$ cat config.mk
export PLATFORM = sky130hd
export DESIGN_NAME = sprite_line_rle_decoder_flat
export DESIGN_NICKNAME = d
export VERILOG_FILES = /design/src/rtl/core/srld_pkg.sv /design/src/rtl/core/srld_if.sv /design/src/rtl/core/srld_core.sv /design/src/rtl/core/sprite_line_rle_decoder.sv /design/src/flat_wrapper.sv
export SDC_FILE = /design/constraint.sdc
export NUM_CORES = 1
export LEC_CHECK = 0
export BUFFER_PORTS_ARGS = -buffer_cell sky130_fd_sc_hd__buf_4
export CAP_MARGIN = 10
export CELL_PAD_IN_SITES_DETAIL_PLACEMENT = 1
export CELL_PAD_IN_SITES_GLOBAL_PLACEMENT = 2
export CORE_ASPECT_RATIO = 1.75
export CORE_MARGIN = 8
export CORE_UTILIZATION = 43
export CTS_CLUSTER_DIAMETER = 30
export DETAILED_ROUTE_END_ITERATION = 10
export GPL_TIMING_DRIVEN = 0
export PLACE_DENSITY_LB_ADDON = 0.1
export SYNTH_ARGS = -nofsm -noshare
export SYNTH_HDL_FRONTEND = slang
export SYNTH_HIERARCHICAL = 1
export SYNTH_SLANG_ARGS = --single-unit
$ cat constraint.sdc
create_clock -name clk -period 7.75 [get_ports clk]
set_clock_uncertainty 0.05 [all_clocks]
set_input_delay 1.1625 -clock clk [delete_from_list [all_inputs] [get_ports clk]]
set_output_delay 1.1625 -clock clk [all_outputs]
set_load 0.01 [all_outputs]
$ cat src/rtl/core/srld_pkg.sv
// ----------------------------------------------------------------------------
// srld_pkg
// shared constants and types of the sprite line rle decoder
// ----------------------------------------------------------------------------
package srld_pkg;

	localparam int MAX_DIM = 4096;
	localparam int DIM_W   = $clog2(MAX_DIM);
	localparam int COL_W   = DIM_W + 1;
	localparam int RUN_W   = 7;
	localparam int PIX_W   = 8;
	localparam int CNT_W   = 16;
	localparam int KIND_W  = 2;

	localparam int CFG_IDX_W = 1;
	localparam logic [CFG_IDX_W-1:0] CFG_FRAME_WIDTH  = 1'b0;
	localparam logic [CFG_IDX_W-1:0] CFG_FRAME_HEIGHT = 1'b1;

	localparam logic [KIND_W-1:0] RUN_SKIP    = 2'd0;
	localparam logic [KIND_W-1:0] RUN_FILL    = 2'd1;
	localparam logic [KIND_W-1:0] RUN_LITERAL = 2'd2;

	typedef struct packed {
		logic [KIND_W-1:0] run_kind;
		logic [DIM_W-1:0]  row_index;
		logic [DIM_W-1:0]  start_column;
		logic [RUN_W-1:0]  run_length;
		logic [PIX_W-1:0]  pixel_value;
		logic              row_done;
		logic              frame_done;
		logic              overrun_error;
	} run_rec_t;

endpackage

$ cat src/rtl/core/srld_if.sv
// ----------------------------------------------------------------------------
// srld channel interfaces
// byte request channel and run record channel
// ----------------------------------------------------------------------------
interface srld_byte_if;
	logic                      valid;
	logic                      ready;
	logic [srld_pkg::PIX_W-1:0] data_byte;
	logic                      frame_start;

	modport source (output valid, output data_byte, output frame_start, input ready);
	modport sink (input valid, input data_byte, input frame_start, output ready);
endinterface

interface srld_run_if;
	logic                        valid;
	logic                        ready;
	logic [srld_pkg::KIND_W-1:0] run_kind;
	logic [srld_pkg::DIM_W-1:0]  row_index;
	logic [srld_pkg::DIM_W-1:0]  start_column;
	logic [srld_pkg::RUN_W-1:0]  run_length;
	logic [srld_pkg::PIX_W-1:0]  pixel_value;
	logic                        row_done;
	logic                        frame_done;
	logic                        overrun_error;

	modport source (output valid, output run_kind, output row_index, output start_column,
		output run_length, output pixel_value, output row_done, output frame_done,
		output overrun_error, input ready);
	modport sink (input valid, input run_kind, input row_index, input start_column,
		input run_length, input pixel_value, input row_done, input frame_done,
		input overrun_error, output ready);
endinterface

$ cat src/rtl/core/srld_core.sv
// ----------------------------------------------------------------------------
// srld_core
// row/code state machine; one byte per step, at most one run record
// ----------------------------------------------------------------------------
module srld_core (
	input  logic                        clk,
	input  logic                        arst_n,
	input  logic                        step,
	input  logic [srld_pkg::PIX_W-1:0]  data_byte,
	input  logic                        frame_start,
	input  logic [srld_pkg::DIM_W-1:0]  frame_width,
	input  logic [srld_pkg::DIM_W-1:0]  frame_height,
	output logic                        rec_valid,
	output srld_pkg::run_rec_t          rec
);

	typedef enum logic [2:0] {
		PH_ROW_LO,
		PH_ROW_HI,
		PH_CODE,
		PH_FILL,
		PH_LITERAL,
		PH_PAD,
		PH_IDLE
	} phase_t;

	localparam logic [srld_pkg::COL_W-1:0] COL_MAX = srld_pkg::COL_W'(2 * srld_pkg::MAX_DIM - 1);
	localparam logic [srld_pkg::CNT_W-1:0] CNT_MAX = '1;

	phase_t                       phase_q, phase_n, ph_cur;
	logic [srld_pkg::CNT_W-1:0]   rbc_q, rbc_n;
	logic [srld_pkg::CNT_W-1:0]   bc_q, bc_n, bc_base, bc_inc;
	logic [srld_pkg::COL_W-1:0]   col_q, col_n, col_base;
	logic [srld_pkg::DIM_W-1:0]   row_q, row_n, row_base;
	logic [srld_pkg::RUN_W-1:0]   pend_q, pend_n, pend_base, pend_dec;

	logic                         emit, complete;
	logic [srld_pkg::RUN_W-1:0]   run_n;
	logic [srld_pkg::KIND_W-1:0]  kind;
	logic [srld_pkg::PIX_W-1:0]   value;
	logic [srld_pkg::COL_W:0]     col_sum;
	logic [srld_pkg::COL_W-1:0]   col_adv;
	logic                         col_in;
	logic [srld_pkg::DIM_W-1:0]   room;
	logic [srld_pkg::RUN_W-1:0]   clip_len;
	logic                         rdone, fdone, last_row;

	assign ph_cur    = frame_start ? ((frame_height == '0) ? PH_IDLE : PH_ROW_LO) : phase_q;
	assign bc_base   = frame_start ? '0 : bc_q;
	assign col_base  = frame_start ? '0 : col_q;
	assign row_base  = frame_start ? '0 : row_q;
	assign pend_base = frame_start ? '0 : pend_q;
	assign bc_inc    = (bc_base == CNT_MAX) ? bc_base : bc_base + 1'b1;
	assign pend_dec  = (pend_base != '0) ? pend_base - 1'b1 : pend_base;

	// run geometry
	assign col_sum  = {1'b0, col_base} + (srld_pkg::COL_W + 1)'(run_n);
	assign col_adv  = (col_sum > {1'b0, COL_MAX}) ? COL_MAX : col_sum[srld_pkg::COL_W-1:0];
	assign col_in   = col_base < {1'b0, frame_width};
	assign room     = frame_width - col_base[srld_pkg::DIM_W-1:0];
	assign clip_len = !col_in ? '0 :
		((srld_pkg::DIM_W'(run_n) < room) ? run_n : room[srld_pkg::RUN_W-1:0]);

	assign last_row = ({1'b0, row_base} + 1'b1) >= {1'b0, frame_height};
	assign rdone    = complete && ((bc_inc >= rbc_q) || (col_adv >= {1'b0, frame_width}));
	assign fdone    = rdone && last_row;

	always_comb begin
		phase_n  = ph_cur;
		rbc_n    = rbc_q;
		bc_n     = bc_base;
		col_n    = col_base;
		row_n    = row_base;
		pend_n   = pend_base;
		emit     = 1'b0;
		complete = 1'b0;
		run_n    = '0;
		kind     = srld_pkg::RUN_SKIP;
		value    = '0;
		case (ph_cur)
			PH_ROW_LO: begin
				rbc_n   = {{(srld_pkg::CNT_W-srld_pkg::PIX_W){1'b0}}, data_byte};
				phase_n = PH_ROW_HI;
			end
			PH_ROW_HI: begin
				rbc_n   = {data_byte, rbc_q[srld_pkg::PIX_W-1:0]};
				bc_n    = '0;
				col_n   = '0;
				pend_n  = '0;
				phase_n = PH_CODE;
			end
			PH_CODE: begin
				bc_n = bc_inc;
				if (data_byte[0]) begin
					emit     = 1'b1;
					complete = 1'b1;
					run_n    = data_byte[7:1];
				end else begin
					pend_n  = srld_pkg::RUN_W'(data_byte[7:2]) + 1'b1;
					phase_n = data_byte[1] ? PH_FILL : PH_LITERAL;
				end
			end
			PH_FILL: begin
				bc_n     = bc_inc;
				emit     = 1'b1;
				complete = 1'b1;
				run_n    = pend_base;
				kind     = srld_pkg::RUN_FILL;
				value    = data_byte;
				pend_n   = '0;
			end
			PH_LITERAL: begin
				bc_n     = bc_inc;
				emit     = 1'b1;
				complete = (pend_dec == '0);
				run_n    = srld_pkg::RUN_W'(1);
				kind     = srld_pkg::RUN_LITERAL;
				value    = data_byte;
				pend_n   = pend_dec;
			end
			PH_PAD: begin
				bc_n = bc_inc;
				if (bc_inc >= rbc_q) begin
					phase_n = PH_ROW_LO;
				end
			end
			default: begin
			end
		endcase
		if (emit) begin
			col_n = col_adv;
			if (complete) begin
				if (rdone) begin
					if (fdone) begin
						phase_n = PH_IDLE;
					end else begin
						row_n   = row_base + 1'b1;
						phase_n = (bc_inc < rbc_q) ? PH_PAD : PH_ROW_LO;
					end
				end else begin
					phase_n = PH_CODE;
				end
			end
		end
	end

	always_ff @(posedge clk or negedge arst_n) begin
		if (!arst_n) begin
			phase_q <= PH_ROW_LO;
			rbc_q   <= '0;
			bc_q    <= '0;
			col_q   <= '0;
			row_q   <= '0;
			pend_q  <= '0;
		end else if (step) begin
			phase_q <= phase_n;
			rbc_q   <= rbc_n;
			bc_q    <= bc_n;
			col_q   <= col_n;
			row_q   <= row_n;
			pend_q  <= pend_n;
		end
	end

	assign rec_valid          = step && emit;
	assign rec.run_kind       = kind;
	assign rec.row_index      = row_base;
	assign rec.start_column   = col_in ? col_base[srld_pkg::DIM_W-1:0] : frame_width;
	assign rec.run_length     = clip_len;
	assign rec.pixel_value    = value;
	assign rec.row_done       = rdone;
	assign rec.frame_done     = fdone;
	assign rec.overrun_error  = bc_inc > rbc_q;

endmodule

$ cat src/rtl/core/sprite_line_rle_decoder.sv
// ----------------------------------------------------------------------------
// sprite_line_rle_decoder
// decodes run-length coded sprite rows into clipped run records
// ----------------------------------------------------------------------------
//  channel   dir  protocol      payload
//  stream    in   valid/ready   data_byte, frame_start
//  runs      out  valid/ready   run_kind .. overrun_error
//  cfg_*     in   write only    frame_width, frame_height
//
//  one byte per cycle unless the record stage stalls; a byte request is registered,
//  decoded, and any run record that it yields is registered onto the outputs;
//  the byte register and the record register give a two-entry pipeline;
//  a stalled record holds the byte stage; stream.ready needs it empty or advancing
//  reset clears handshake state, row counters and the configuration
// ----------------------------------------------------------------------------
module sprite_line_rle_decoder (
	input  logic                            clk,
	input  logic                            arst_n,
	input  logic                            cfg_we,
	input  logic [srld_pkg::CFG_IDX_W-1:0]  cfg_index,
	input  logic [srld_pkg::DIM_W-1:0]      cfg_wdata,
	srld_byte_if.sink                       stream,
	srld_run_if.source                      runs
);

	logic [srld_pkg::DIM_W-1:0] frame_width_q;
	logic [srld_pkg::DIM_W-1:0] frame_height_q;

	logic                       valid_s1;
	logic [srld_pkg::PIX_W-1:0] data_s1;
	logic                       start_s1;
	logic                       valid_s2;
	srld_pkg::run_rec_t         rec_s2;

	logic                       advance;
	logic                       rec_valid;
	srld_pkg::run_rec_t         rec;

	always_ff @(posedge clk or negedge arst_n) begin
		if (!arst_n) begin
			frame_width_q  <= '0;
			frame_height_q <= '0;
		end else if (cfg_we) begin
			case (cfg_index)
				srld_pkg::CFG_FRAME_WIDTH:  frame_width_q  <= cfg_wdata;
				srld_pkg::CFG_FRAME_HEIGHT: frame_height_q <= cfg_wdata;
				default: begin
				end
			endcase
		end
	end

	assign advance      = valid_s1 && (!valid_s2 || runs.ready);
	assign stream.ready = !valid_s1 || advance;

	// byte stage
	always_ff @(posedge clk or negedge arst_n) begin
		if (!arst_n) begin
			valid_s1 <= 1'b0;
		end else if (stream.valid && stream.ready) begin
			valid_s1 <= 1'b1;
		end else if (advance) begin
			valid_s1 <= 1'b0;
		end
	end

	always_ff @(posedge clk) begin
		if (stream.valid && stream.ready) begin
			data_s1  <= stream.data_byte;
			start_s1 <= stream.frame_start;
		end
	end

	srld_core u_core (
		.clk          (clk),
		.arst_n       (arst_n),
		.step         (advance),
		.data_byte    (data_s1),
		.frame_start  (start_s1),
		.frame_width  (frame_width_q),
		.frame_height (frame_height_q),
		.rec_valid    (rec_valid),
		.rec          (rec)
	);

	// record stage
	always_ff @(posedge clk or negedge arst_n) begin
		if (!arst_n) begin
			valid_s2 <= 1'b0;
		end else if (advance) begin
			valid_s2 <= rec_valid;
		end else if (runs.ready) begin
			valid_s2 <= 1'b0;
		end
	end

	always_ff @(posedge clk) begin
		if (advance && rec_valid) begin
			rec_s2 <= rec;
		end
	end

	assign runs.valid         = valid_s2;
	assign runs.run_kind      = rec_s2.run_kind;
	assign runs.row_index     = rec_s2.row_index;
	assign runs.start_column  = rec_s2.start_column;
	assign runs.run_length    = rec_s2.run_length;
	assign runs.pixel_value   = rec_s2.pixel_value;
	assign runs.row_done      = rec_s2.row_done;
	assign runs.frame_done    = rec_s2.frame_done;
	assign runs.overrun_error = rec_s2.overrun_error;

endmodule

$ cat src/flat_wrapper.sv
// flat-port wrapper written by rule: the top's interface ports become plain ports
module sprite_line_rle_decoder_flat 
  (clk, arst_n, cfg_we, cfg_index, cfg_wdata, stream_valid, stream_data_byte, stream_frame_start, stream_ready, runs_valid, runs_run_kind, runs_row_index, runs_start_column, runs_run_length, runs_pixel_value, runs_row_done, runs_frame_done, runs_overrun_error, runs_ready);
  srld_byte_if stream_i ();
  srld_run_if runs_i ();
  input  logic clk;
  input  logic arst_n;
  input  logic cfg_we;
  input  logic [srld_pkg::CFG_IDX_W-1:0] cfg_index;
  input  logic [srld_pkg::DIM_W-1:0] cfg_wdata;
  input wire logic [$bits(stream_i.valid)-1:0] stream_valid;
  input wire logic [$bits(stream_i.data_byte)-1:0] stream_data_byte;
  input wire logic [$bits(stream_i.frame_start)-1:0] stream_frame_start;
  output wire logic [$bits(stream_i.ready)-1:0] stream_ready;
  output wire logic [$bits(runs_i.valid)-1:0] runs_valid;
  output wire logic [$bits(runs_i.run_kind)-1:0] runs_run_kind;
  output wire logic [$bits(runs_i.row_index)-1:0] runs_row_index;
  output wire logic [$bits(runs_i.start_column)-1:0] runs_start_column;
  output wire logic [$bits(runs_i.run_length)-1:0] runs_run_length;
  output wire logic [$bits(runs_i.pixel_value)-1:0] runs_pixel_value;
  output wire logic [$bits(runs_i.row_done)-1:0] runs_row_done;
  output wire logic [$bits(runs_i.frame_done)-1:0] runs_frame_done;
  output wire logic [$bits(runs_i.overrun_error)-1:0] runs_overrun_error;
  input wire logic [$bits(runs_i.ready)-1:0] runs_ready;
  assign stream_i.valid = stream_valid;
  assign stream_i.data_byte = stream_data_byte;
  assign stream_i.frame_start = stream_frame_start;
  assign stream_ready = stream_i.ready;
  assign runs_valid = runs_i.valid;
  assign runs_run_kind = runs_i.run_kind;
  assign runs_row_index = runs_i.row_index;
  assign runs_start_column = runs_i.start_column;
  assign runs_run_length = runs_i.run_length;
  assign runs_pixel_value = runs_i.pixel_value;
  assign runs_row_done = runs_i.row_done;
  assign runs_frame_done = runs_i.frame_done;
  assign runs_overrun_error = runs_i.overrun_error;
  assign runs_i.ready = runs_ready;
  sprite_line_rle_decoder u_core (.clk(clk), .arst_n(arst_n), .cfg_we(cfg_we), .cfg_index(cfg_index), .cfg_wdata(cfg_wdata), .stream(stream_i), .runs(runs_i));
endmodule
== After elaboration in Yosys (flattened, before gate mapping) ==
Cells that the tools add are included.

* Output and inout port bits: 46
* Input port bits: 27
* Word-level logic and storage cells: 109
* Bits in registers: 146

* Bitwise gates (word level): 2
* Reductions and logical operators: 25
* Add/subtract/negate cells: 7
* Multiplexer cells: 40
* Equality and inequality tests: 6
* Order comparisons: 8

{| class="wikitable"
|+ Operators with widths
! cell !! count
|-
| $mux W12 || 6
|-
| $pmux W16 S2 || 2
|-
| $mux W13 || 4
|-
| $pmux W7 S3 || 2
|-
| $mux W7 || 5
|-
| $mux W16 || 2
|-
| $mux W3 || 10
|-
| $ge A13 B12 Y1 || 2
|-
| $add A16 B1 Y16 const B || 1
|-
| $eq A16 B16 Y1 const B || 1
|-
| $ge A16 B16 Y1 || 1
|-
| $gt A16 B16 Y1 || 1
|-
| $lt A16 B16 Y1 || 1
|-
| $add A13 B7 Y14 || 1
|-
| $gt A14 B13 Y1 const B || 1
|-
| $add A12 B1 Y13 const B || 1
|-
| $lt A13 B12 Y1 || 1
|-
| $add A12 B1 Y12 const B || 1
|-
| $logic_not A12 Y1 || 1
|-
| $lt A7 B12 Y1 || 1
|-
| $pmux W3 S4 || 1
|-
| $sub A12 B12 Y12 || 1
|-
| $add A6 B1 Y7 const B || 1
|-
| $logic_not A7 Y1 || 1
|-
| 19 further kinds || 39
|}

== Longest topological paths before layout ==
Gate-level depths: netlist (run 1).

* Word-level depth: 16
* Mapped depth: 26

== Cells and area by module ==
The synthesis (run 1) kept the hierarchy.

{| class="wikitable"
|+ By module, submodules not included
! module !! cells an instance !! times used !! sequential area each (sq um) !! area an instance (sq um)
|-
| srld_core || 892 || 1 || 1676.6 || 7199.4
|-
| sprite_line_rle_decoder || 115 || 1 || 2242.2 || 2638.8
|}

== Worst setup path before layout (run 1) ==
Ideal clock, no wire load.

* Kind: register to register
* From: reg u_core.start_s1
* To: reg u_core.rec_s2, in the netlist u_core/runs.frame_done, data pin
* Path buffers: 5
* Setup slack: 2.635 ns
* Arrival time: 4.813 ns
* Stages on the path, launching flop included: 24
* Data required time: 7.449 ns
* Clock period less this slack: 5.115 ns
* Cells stage by stage: edfxtp_1 -> buf_6 -> nor4b_2 -> and2_1 -> clkbuf_8 -> a22o_1 -> ha_1 -> a211oi_1 -> nor2_1 -> o311ai_1 -> or3_1 -> clkbuf_1 -> o21ai_0 -> ha_1 -> a21o_1 -> a21oi_1 -> o21ai_0 -> a21oi_1 -> o22ai_1 -> or2_2 -> buf_2 -> nor2b_1 -> and2_1 -> buf_4

* Longest elaborated chain between the ends: 10

{| class="wikitable"
|+ Ends and longest elaborated chain
! item !! line !! text
|-
| start, declared || sprite_line_rle_decoder.sv:31 || <nowiki>logic start_s1;</nowiki>
|-
| start signal, assigned || sprite_line_rle_decoder.sv:70 || <nowiki>start_s1 <= stream.frame_start;</nowiki>
|-
| $mux W3 || srld_core.sv:48 || <nowiki>assign ph_cur = frame_start ? ((frame_height == '0) ? PH_IDLE : PH_ROW_LO) : phase_q;</nowiki>
|-
| $eq A3 B3 Y1 or $eq A3 B2 Y1 (tied branches) || srld_core.sv:80 || <nowiki>case (ph_cur)</nowiki>
|-
| $pmux W7 S3 || srld_core.sv:80 ||
|-
| $add A13 B7 Y14 || srld_core.sv:57 || <nowiki>assign col_sum = {1'b0, col_base} + (srld_pkg::COL_W + 1)'(run_n);</nowiki>
|-
| $gt A14 B13 Y1 || srld_core.sv:58 || <nowiki>assign col_adv = (col_sum > {1'b0, COL_MAX}) ? COL_MAX : col_sum[srld_pkg::COL_W-1:0];</nowiki>
|-
| $mux W13 || srld_core.sv:58 ||
|-
| $ge A13 B12 Y1 || srld_core.sv:65 || <nowiki>assign rdone = complete && ((bc_inc >= rbc_q) || (col_adv >= {1'b0, frame_width}));</nowiki>
|-
| $logic_or A1 B1 Y1 || srld_core.sv:65 ||
|-
| $logic_and A1 B1 Y1 (*) || srld_core.sv:65 ||
|-
| via u_core.u_core.rdone || srld_core.sv:46 || <nowiki>logic rdone, fdone, last_row;</nowiki>
|-
| $logic_and A1 B1 Y1 (*) || srld_core.sv:66 || <nowiki>assign fdone = rdone && last_row;</nowiki>
|-
| via u_core.u_core.fdone || srld_core.sv:46 ||
|-
| end signal, assigned || sprite_line_rle_decoder.sv:99 || <nowiki>rec_s2 <= rec;</nowiki>
|-
| end, declared || sprite_line_rle_decoder.sv:33 || <nowiki>srld_pkg::run_rec_t rec_s2;</nowiki>
|}

The timed path passes the listed nets; every way through them passes the cells marked *.
A chain may end at the register's enable or synchronous reset.

== Final worst setup path (run 1) ==
Ends and elaborated chain as after synthesis.

==> reports/qor.csv, run 1 <==
metric;value;unit
Resize count post-CTS;0;
CP required;7.90;ns
Clock Pin Slew Worst Setup and Hold Paths;0.06;ns
Critical Path End Type;flip-flop;
Static Leak;5.33;nW
initial antenna violation count;0;
Iter 0 DRT Violations;415;
area share of and/or/nand/nor cells after synthesis;17.6;%
worst-margin pin slew;0.984;ns
Post-Syn Area;9840;um2
I/O Pins;73;
Core Rows;73;
# fillers;2588;
Detailed Route WL;31.3;mm
worst path arrival time;7.28;ns
VDD IR-drop max;156;uV
clock buffer depth;2;
worst setup margin;0.628;ns
hold-critical path endpoint;u_core/u_core/rbc_q[12];
status;finished, final reports clean;
global-route wire length before repair;48.7;mm
IO Port Bufs;72;
Worst slew margin;33.9;%
Power, Total;0.00256;W
EDFF count, synth;53;
register-to-register setup slack;0.63;ns
post-synthesis register bit count;146;
Congestion Overflow GR;0;
syn avg cell area;9.77;um2
Core Region;22600;um2
fmax;140;MHz
Die ar.;28200;um2
area grow syn2layout;16.2;%
diodes inserted;0;
worst-skew pair later-pin latency;0.45;ns
layout cell share with drive strength beyond 1;16.1;%
GRT Total Usage;23.0;%
Post-CTS Hold Buffers;0;
router iterations before antenna repair;6;
final worst path period share;91.9;%
worst flop-to-flop path endpoint;u_core/runs.frame_done;
clock sinks;146;
share of flip-flops with an asynchronous set or reset;63.7;%
Distinct cells, synth;80;
Synth Area in Compound Gates;15.6;%
Worst Hold Class;flip-flop to flip-flop;
adder-cell area share of the yosys netlist;10.7;%
number of global-route vias before repair;8710;
register area share after synthesis;39.8;%
Post-Synth XOR/XNOR Area;4.18;%
Chip Width;130;um
kind of start point of the critical path;flip-flop;
drt wl/cell;22.1;um
final setup violation count;0;
hold_sp;u_core/u_core/rbc_q[12];
CTS Buf Count;17;
Post-CTS Setup Bufs;0;
Die H;216;um
post-DR vias/cell;5.66;
Max Cap Viol;0;
Fin Hold WS;0.424;ns
largest net degree at the start of global routing;59;
CTS root buf;clkbuf_16;
post-place setup slack;0.674;ns
drt drc;0;
Multi-input gate area;5400;um2
Worst Reg-to-Reg Cells;22;
highest-count cells in the layout ignoring fill and taps;nand2_1, dfrtp_1, ha_1, buf_4, inv_1;
proportion of synthesized area in mux cells;6.71;%
Post-layout nets;1210;
kind of critical path;flip-flop to flip-flop;
commonest non-fill, non-tap cell in the layout;nand2_1;
Vias;7998;
largest family of logic cells by synthesized area;simple AND/OR/NAND/NOR gates;
CTS tree;built;
min cycle time layout;7.12;ns
synth warn;6;
RSZ-0062 raised after global routing;no;
DP HPWL;23.9;mm
Min-Delay Path Depth;2;
Crit Reg-Reg Startpoint;u_core/start_s1;
GP Congestion;0.855;
setup TNS;0;ns
Power Density;224;nW/um2
Initial Util;43.6;%
syn nets;1117;
register area;3920;um2
post-route ant nets;0;
Critical Path Fanout Max;10;
Slew Limit Fails;0;
endpoints failing hold;0;
CTS H-tree lvls;4;
Cells after Synth;1007;
ys flop type;dfrtp_1;
[synth_stat cells, types with 5 or more instances]
master | n | area share (%)
and3_1 | 6 | 0.38
clkbuf_8 | 5 | 0.70
xnor2_1 | 30 | 2.7
o211ai_1 | 5 | 0.38
mux2i_1 | 24 | 2.4
nor2b_1 | 43 | 2.7
mux2_2 | 24 | 2.7
o21a_1 | 13 | 0.99
buf_6 | 5 | 0.57
a21oi_1 | 46 | 2.3
o31a_1 | 6 | 0.53
o31ai_1 | 9 | 0.69
a21o_1 | 10 | 0.76
a22o_1 | 23 | 2.0
clkbuf_1 | 28 | 1.1
nand2_1 | 100 | 3.8
inv_1 | 68 | 2.6
edfxtp_1 | 53 | 16
nor4_1 | 6 | 0.38
mux2_4 | 10 | 1.5
ha_1 | 81 | 10
o21ai_0 | 58 | 3.0
nand2b_1 | 15 | 0.95
nor3_1 | 15 | 0.76
nor2_1 | 57 | 2.2
and2_1 | 9 | 0.57
a211oi_1 | 11 | 0.84
or2_2 | 5 | 0.32
dfrtp_1 | 93 | 24
xor2_1 | 17 | 1.5
nand3_1 | 28 | 1.4
nand4_1 | 14 | 0.89
a22oi_1 | 8 | 0.61
[sequential cells by signal (all words and copies together), names as in the netlist]
signal and count:
u_core/data_s1 8, u_core/frame_height_q 12, u_core/frame_width_q 12, u_core/runs.frame_done 1
u_core/runs.overrun_error 1, u_core/runs.pixel_value 8, u_core/runs.row_done 1, u_core/runs.row_index 12
u_core/runs.run_kind 2, u_core/runs.run_length 7, u_core/runs.start_column 12, u_core/runs.valid 1
u_core/start_s1 1, u_core/u_core/bc_q 16, u_core/u_core/col_q 13, u_core/u_core/pend_q 7
u_core/u_core/phase_q 3, u_core/u_core/rbc_q 16, u_core/u_core/row_q 12, u_core/valid_s1 1
[power by group]
part / switching [W] / internal, W / total, W / leakage, nW
sequential: 0.0000636 / 0.000893 / 0.000956 / 1.75
clock: 0.000332 / 0.000543 / 0.000874 / 0.309
combinational: 0.000451 / 0.000275 / 0.000726 / 3.27
[worst max-delay path by stage]
| stage | slack [ns] | to | from | depth (start not counted) |
|---|---|---|---|---|
| 2_1_floorplan | 2.64 | u_core/runs.frame_done | u_core/start_s1 | 23 |
| 3_3_place_gp | 0.76 | u_core/runs.frame_done | u_core/start_s1 | 22 |
| 3_5_place_dp | 0.67 | u_core/runs.frame_done | u_core/start_s1 | 22 |
| 4_1_cts | 0.54 | u_core/runs.frame_done | u_core/start_s1 | 22 |
| 5_1_grt | 0.30 | u_core/runs.frame_done | u_core/start_s1 | 22 |
| 6_report | 0.63 | u_core/runs.frame_done | u_core/start_s1 | 22 |
[worst max-delay path, stage by stage, from the launching register on]
cell      delay [ns]
edfxtp_1        0.39
inv_1           0.25
clkbuf_1        0.58
clkbuf_1        0.72
nand2_1         0.38
inv_1           0.19
ha_1            0.26
a211oi_1        0.24
nor2_1          0.16
o311ai_1        0.70
or3_1           0.20
clkbuf_1        0.35
o21ai_0         0.23
ha_1            0.35
a211oi_1        0.40
o21ai_0         0.16
a21oi_1         0.15
o22ai_1         0.14
or2_2           0.31
buf_2           0.16
nor2b_1         0.18
and2_1          0.18
buf_4           0.12
[stage by stage]
stage,instances,util [%],cell area (um2)
floorplan,1007,-,9840
global placement,1379,47.7,10800
detailed placement,1381,47.9,10800
CTS,1413,50.7,11400
global route,1413,50.7,11400
finish,1413,50.7,11400
[layout make-up]
type | instances | share of cell area (%)
tap | 300 | 3.28
timing repair buffer | 74 | 5.08
inverter | 68 | 2.23
buffer | 45 | 2.39
clock buffer | 26 | 5.02
multi-input combinational | 748 | 47.2
clock inverter | 6 | 0.525
sequential | 146 | 34.3
[kinds of logic (layout without fill, tap and decap cells)]
| kind of cell | Yosys count | count (layout) |
|---|---|---|
| buffers and inverters | 113 | 219 |
| multiplexers | 58 | 58 |
| flip-flops | 146 | 146 |
| XOR/XNOR | 47 | 47 |
| AO/OA/AOI/OAI | 227 | 227 |
| AND/OR/NAND/NOR | 333 | 333 |
| adder cells (fa/ha/maj) | 83 | 83 |
[routing by layer]
metal	vias up	global-route usage [%]	part of all wire [%]
li1	3788	-	-
met4	0	10.7	3.4
met2	129	44.0	57
met5	-	0	0
met1	4024	23.4	38
met3	57	3.32	2.1
No activity file was read; power rests on OpenSTA's default activity.
==> run 2: changes to the inputs <==
--- a/config.mk
+++ b/config.mk
@@ -11,7 +11,8 @@
 export CELL_PAD_IN_SITES_GLOBAL_PLACEMENT = 2
 export CORE_ASPECT_RATIO = 1.75
 export CORE_MARGIN = 8
-export CORE_UTILIZATION = 43
+export CORE_UTILIZATION = 44
+export CTS_BUF_LIST = sky130_fd_sc_hd__clkbuf_8
 export CTS_CLUSTER_DIAMETER = 30
 export DETAILED_ROUTE_END_ITERATION = 10
 export GPL_TIMING_DRIVEN = 0
==> run 2 against run 1 <==
  * Combinational power barely moved
  * Die area fell by 2.0%
  * Clock power fell by 20%
  * Critical path depth rose by 2
  * Highest routed layer unchanged
==> reports/qor.csv, run 2 (synthesis gave the netlist of run 1 again) <==
metric;value;unit;change
status;finished, final reports clean;;
DP HPWL;24.1;mm;+0.46%
VDD IR-drop max;127;uV;-19%
IO Port Bufs;72;;unchanged
worst-skew pair later-pin latency;0.49;ns;+0.04 ns
Vias;7979;;-0.24%
Reg power frac;40.1;%;+2.7 points
kind of start point of the critical path;flip-flop;;
Slew Limit Fails;0;;unchanged
endpoints failing hold;0;;unchanged
clock share of power;29.3;%;-4.9 points
Post-layout nets;1210;;unchanged
CTS root buf;clkbuf_8;;
cell chain of the critical path;buf_6 > clkbuf_8 > clkbuf_8 > clkbuf_1 > clkbuf_8 > clkbuf_1 > nor2b_1 > ha_1 > and4_1 > clkbuf_1 > a31oi_1 > nand3_1 > nor3_1 > xnor2_1 > ha_1 > nand4_1 > nor4_1 > a211oi_1 > nand3_1 > or2_2 > buf_2 > nor2b_1 > and2_1 > buf_4;;
kind of cell adding the most delay to the critical path;simple AND/OR/NAND/NOR gates;;
Core Region;22100;um2;-2.2%
commonest non-fill, non-tap cell in the layout;nand2_1;;
setup TNS;0;ns;unchanged
final worst path period share;91.6;%;-0.35 points
Power Density;211;nW/um2;-5.5%
worst path bufs/invs;9;;+2
Core Rows;72;;-1.4%
highest-count cells in the layout ignoring fill and taps;nand2_1, dfrtp_1, ha_1, buf_4, inv_1;;
area grow syn2layout;14.4;%;
Critical Path End Type;flip-flop;;
Combinational Power Share;30.6;%;+2.2 points
Worst slew margin;27.1;%;-6.8 points
global-route wire length before repair;48.5;mm;-0.50%
worst-margin pin slew;1.08;ns;+0.101 ns
drt drc;0;;unchanged
Sw Ratio;34.9;%;+1.8 points
Iter 0 DRT Violations;288;;-31%
Clock Pin Slew Worst Setup and Hold Paths;0.08;ns;+0.02 ns
Post-CTS Hold Buffers;0;;unchanged
biggest regs;u_core/u_core/bc_q: 16 flops, u_core/u_core/rbc_q: 16 flops, u_core/u_core/col_q: 13 flops;;
clock buffer depth;2;;unchanged
GP Congestion;0.866;;+1.3%
post-route ant nets;0;;unchanged
Initial Util;44.6;%;+0.97 points
router iterations before antenna repair;4;;-2
GRT Total Usage;23.4;%;+0.44 points
Resize count post-CTS;0;;unchanged
Max Cap Viol;0;;unchanged
kind of critical path;flip-flop to flip-flop;;
CTS Buf Count;17;;unchanged
I/O Pins;73;;unchanged
largest net degree at the start of global routing;52;;-12%
Post-CTS Setup Bufs;0;;unchanged
P_int;0.00155;W;-9.5%
RSZ-0062 raised after global routing;no;;
initial antenna violation count;0;;unchanged
Die ar.;27600;um2;-2.0%
post-DR vias/cell;5.66;;about the same
Detailed Route WL;30.9;mm;-1.3%
Die H;214;um;-1.1%
worst path arrival time;7.42;ns;+0.14 ns
layout cell share with drive strength beyond 1;16.0;%;-0.090 points
CP required;8.07;ns;+0.17 ns
min cycle time layout;7.10;ns;-0.0270 ns
clock sinks;146;;unchanged
final setup violation count;0;;unchanged
CTS H-tree lvls;4;;unchanged
fmax;141;MHz;+0.38%
diodes inserted;0;;unchanged
Switch Pwr;0.000829;W;-2.0%
Chip Width;129;um;-1.0%
drt wl/cell;21.9;um;-1.0%
CP max stage cell;nor4_1;;
Power, Total;0.00238;W;-7.0%
Final Instance Area;11300;um2;-1.6%
Worst Hold Class;flip-flop to flip-flop;;
number of global-route vias before repair;8712;;+0.023%
Congestion Overflow GR;0;;unchanged
Placement Cell Area;10800;um2;about the same
Critical Path Fanout Max;10;;unchanged
CTS tree;built;;
Static Leak;5.25;nW;-1.5%
CP max stage delay;0.93;ns;+0.21 ns
run 2: cell count changes in the layout (fill, tap and decap cells not counted), sizes merged:
cell	delta
clkinv	+2
inv	+3
clkbuf	-9
bufinv	+4
run 2: path summary, 6_finish.rpt:
path	start	endpoint	slack (ns)	cells past startpoint
setup / recovery	u_core/start_s1	u_core/runs.frame_done	0.65	24
hold / removal	u_core/u_core/rbc_q[12]	u_core/u_core/rbc_q[12]	0.44	2
setup reg to reg	u_core/start_s1	u_core/runs.frame_done	0.65	24
hold reg to reg	u_core/u_core/rbc_q[12]	u_core/u_core/rbc_q[12]	0.44	2
max in group asynchronous	arst_n	u_core/frame_height_q[9]	6.34	2
min in group asynchronous	arst_n	u_core/u_core/bc_q[11]	0.63	1
run 2: worst register-to-register path, cell delays in order (launching register included):
cell and delay, ns:
edfxtp_1 0.37, buf_6 0.18, clkbuf_8 0.20, clkbuf_8 0.20, clkbuf_1 0.51, clkbuf_8 0.31, clkbuf_1 0.47, nor2b_1 0.17
ha_1 0.27, and4_1 0.16, clkbuf_1 0.19, a31oi_1 0.36, nand3_1 0.36, nor3_1 0.44, xnor2_1 0.16, ha_1 0.32
nand4_1 0.16, nor4_1 0.93, a211oi_1 0.13, nand3_1 0.19, or2_2 0.12, buf_2 0.15, nor2b_1 0.32, and2_1 0.18
buf_4 0.10
run 2: per-stage QoR:
step | utilization, % | hold WS, ns | cells | setup slack [ns]
2_1_floorplan | - | 0.400 | 1007 | 2.64
3_3_place_gp | 48.7 | 0.414 | 1375 | 0.802
3_5_place_dp | 49.0 | 0.424 | 1377 | 0.699
4_1_cts | 51.0 | 0.442 | 1409 | 0.692
5_1_grt | 51.0 | 0.467 | 1409 | 0.262
6_report | 51.0 | 0.439 | 1409 | 0.655
run 2: area by class of cell:
| class | instances | area (um2) |
|---|---|---|
| inverters | 68 | 255 |
| clock inverters | 15 | 216 |
| flip-flops and latches | 146 | 3920 |
| repair buffers | 74 | 588 |
| well taps | 296 | 370 |
| clock buffers | 17 | 234 |
| fillers | 2558 | 10800 |
| multi-input cells | 748 | 5400 |
| plain buffers | 45 | 273 |
run 2: metal layers:
layer	wire length, um	vias up	global-route usage [%]
met1	11400	4029	23.5
met3	633	53	3.78
li1	-	3785	-
met5	0	-	0
met4	1370	0	12.3
met2	17400	112	45.0
run 2: power groups by stage:
stage	Sequential, W	Combinational [W]	Clock (W)
2_1_floorplan	0.000952	0.000487	0
3_3_place_gp	0.000970	0.000704	0
3_5_place_dp	0.000970	0.000726	0
4_1_cts	0.000954	0.000732	0.000716
5_1_grt	0.000964	0.000803	0.000736
6_report	0.000953	0.000727	0.000696
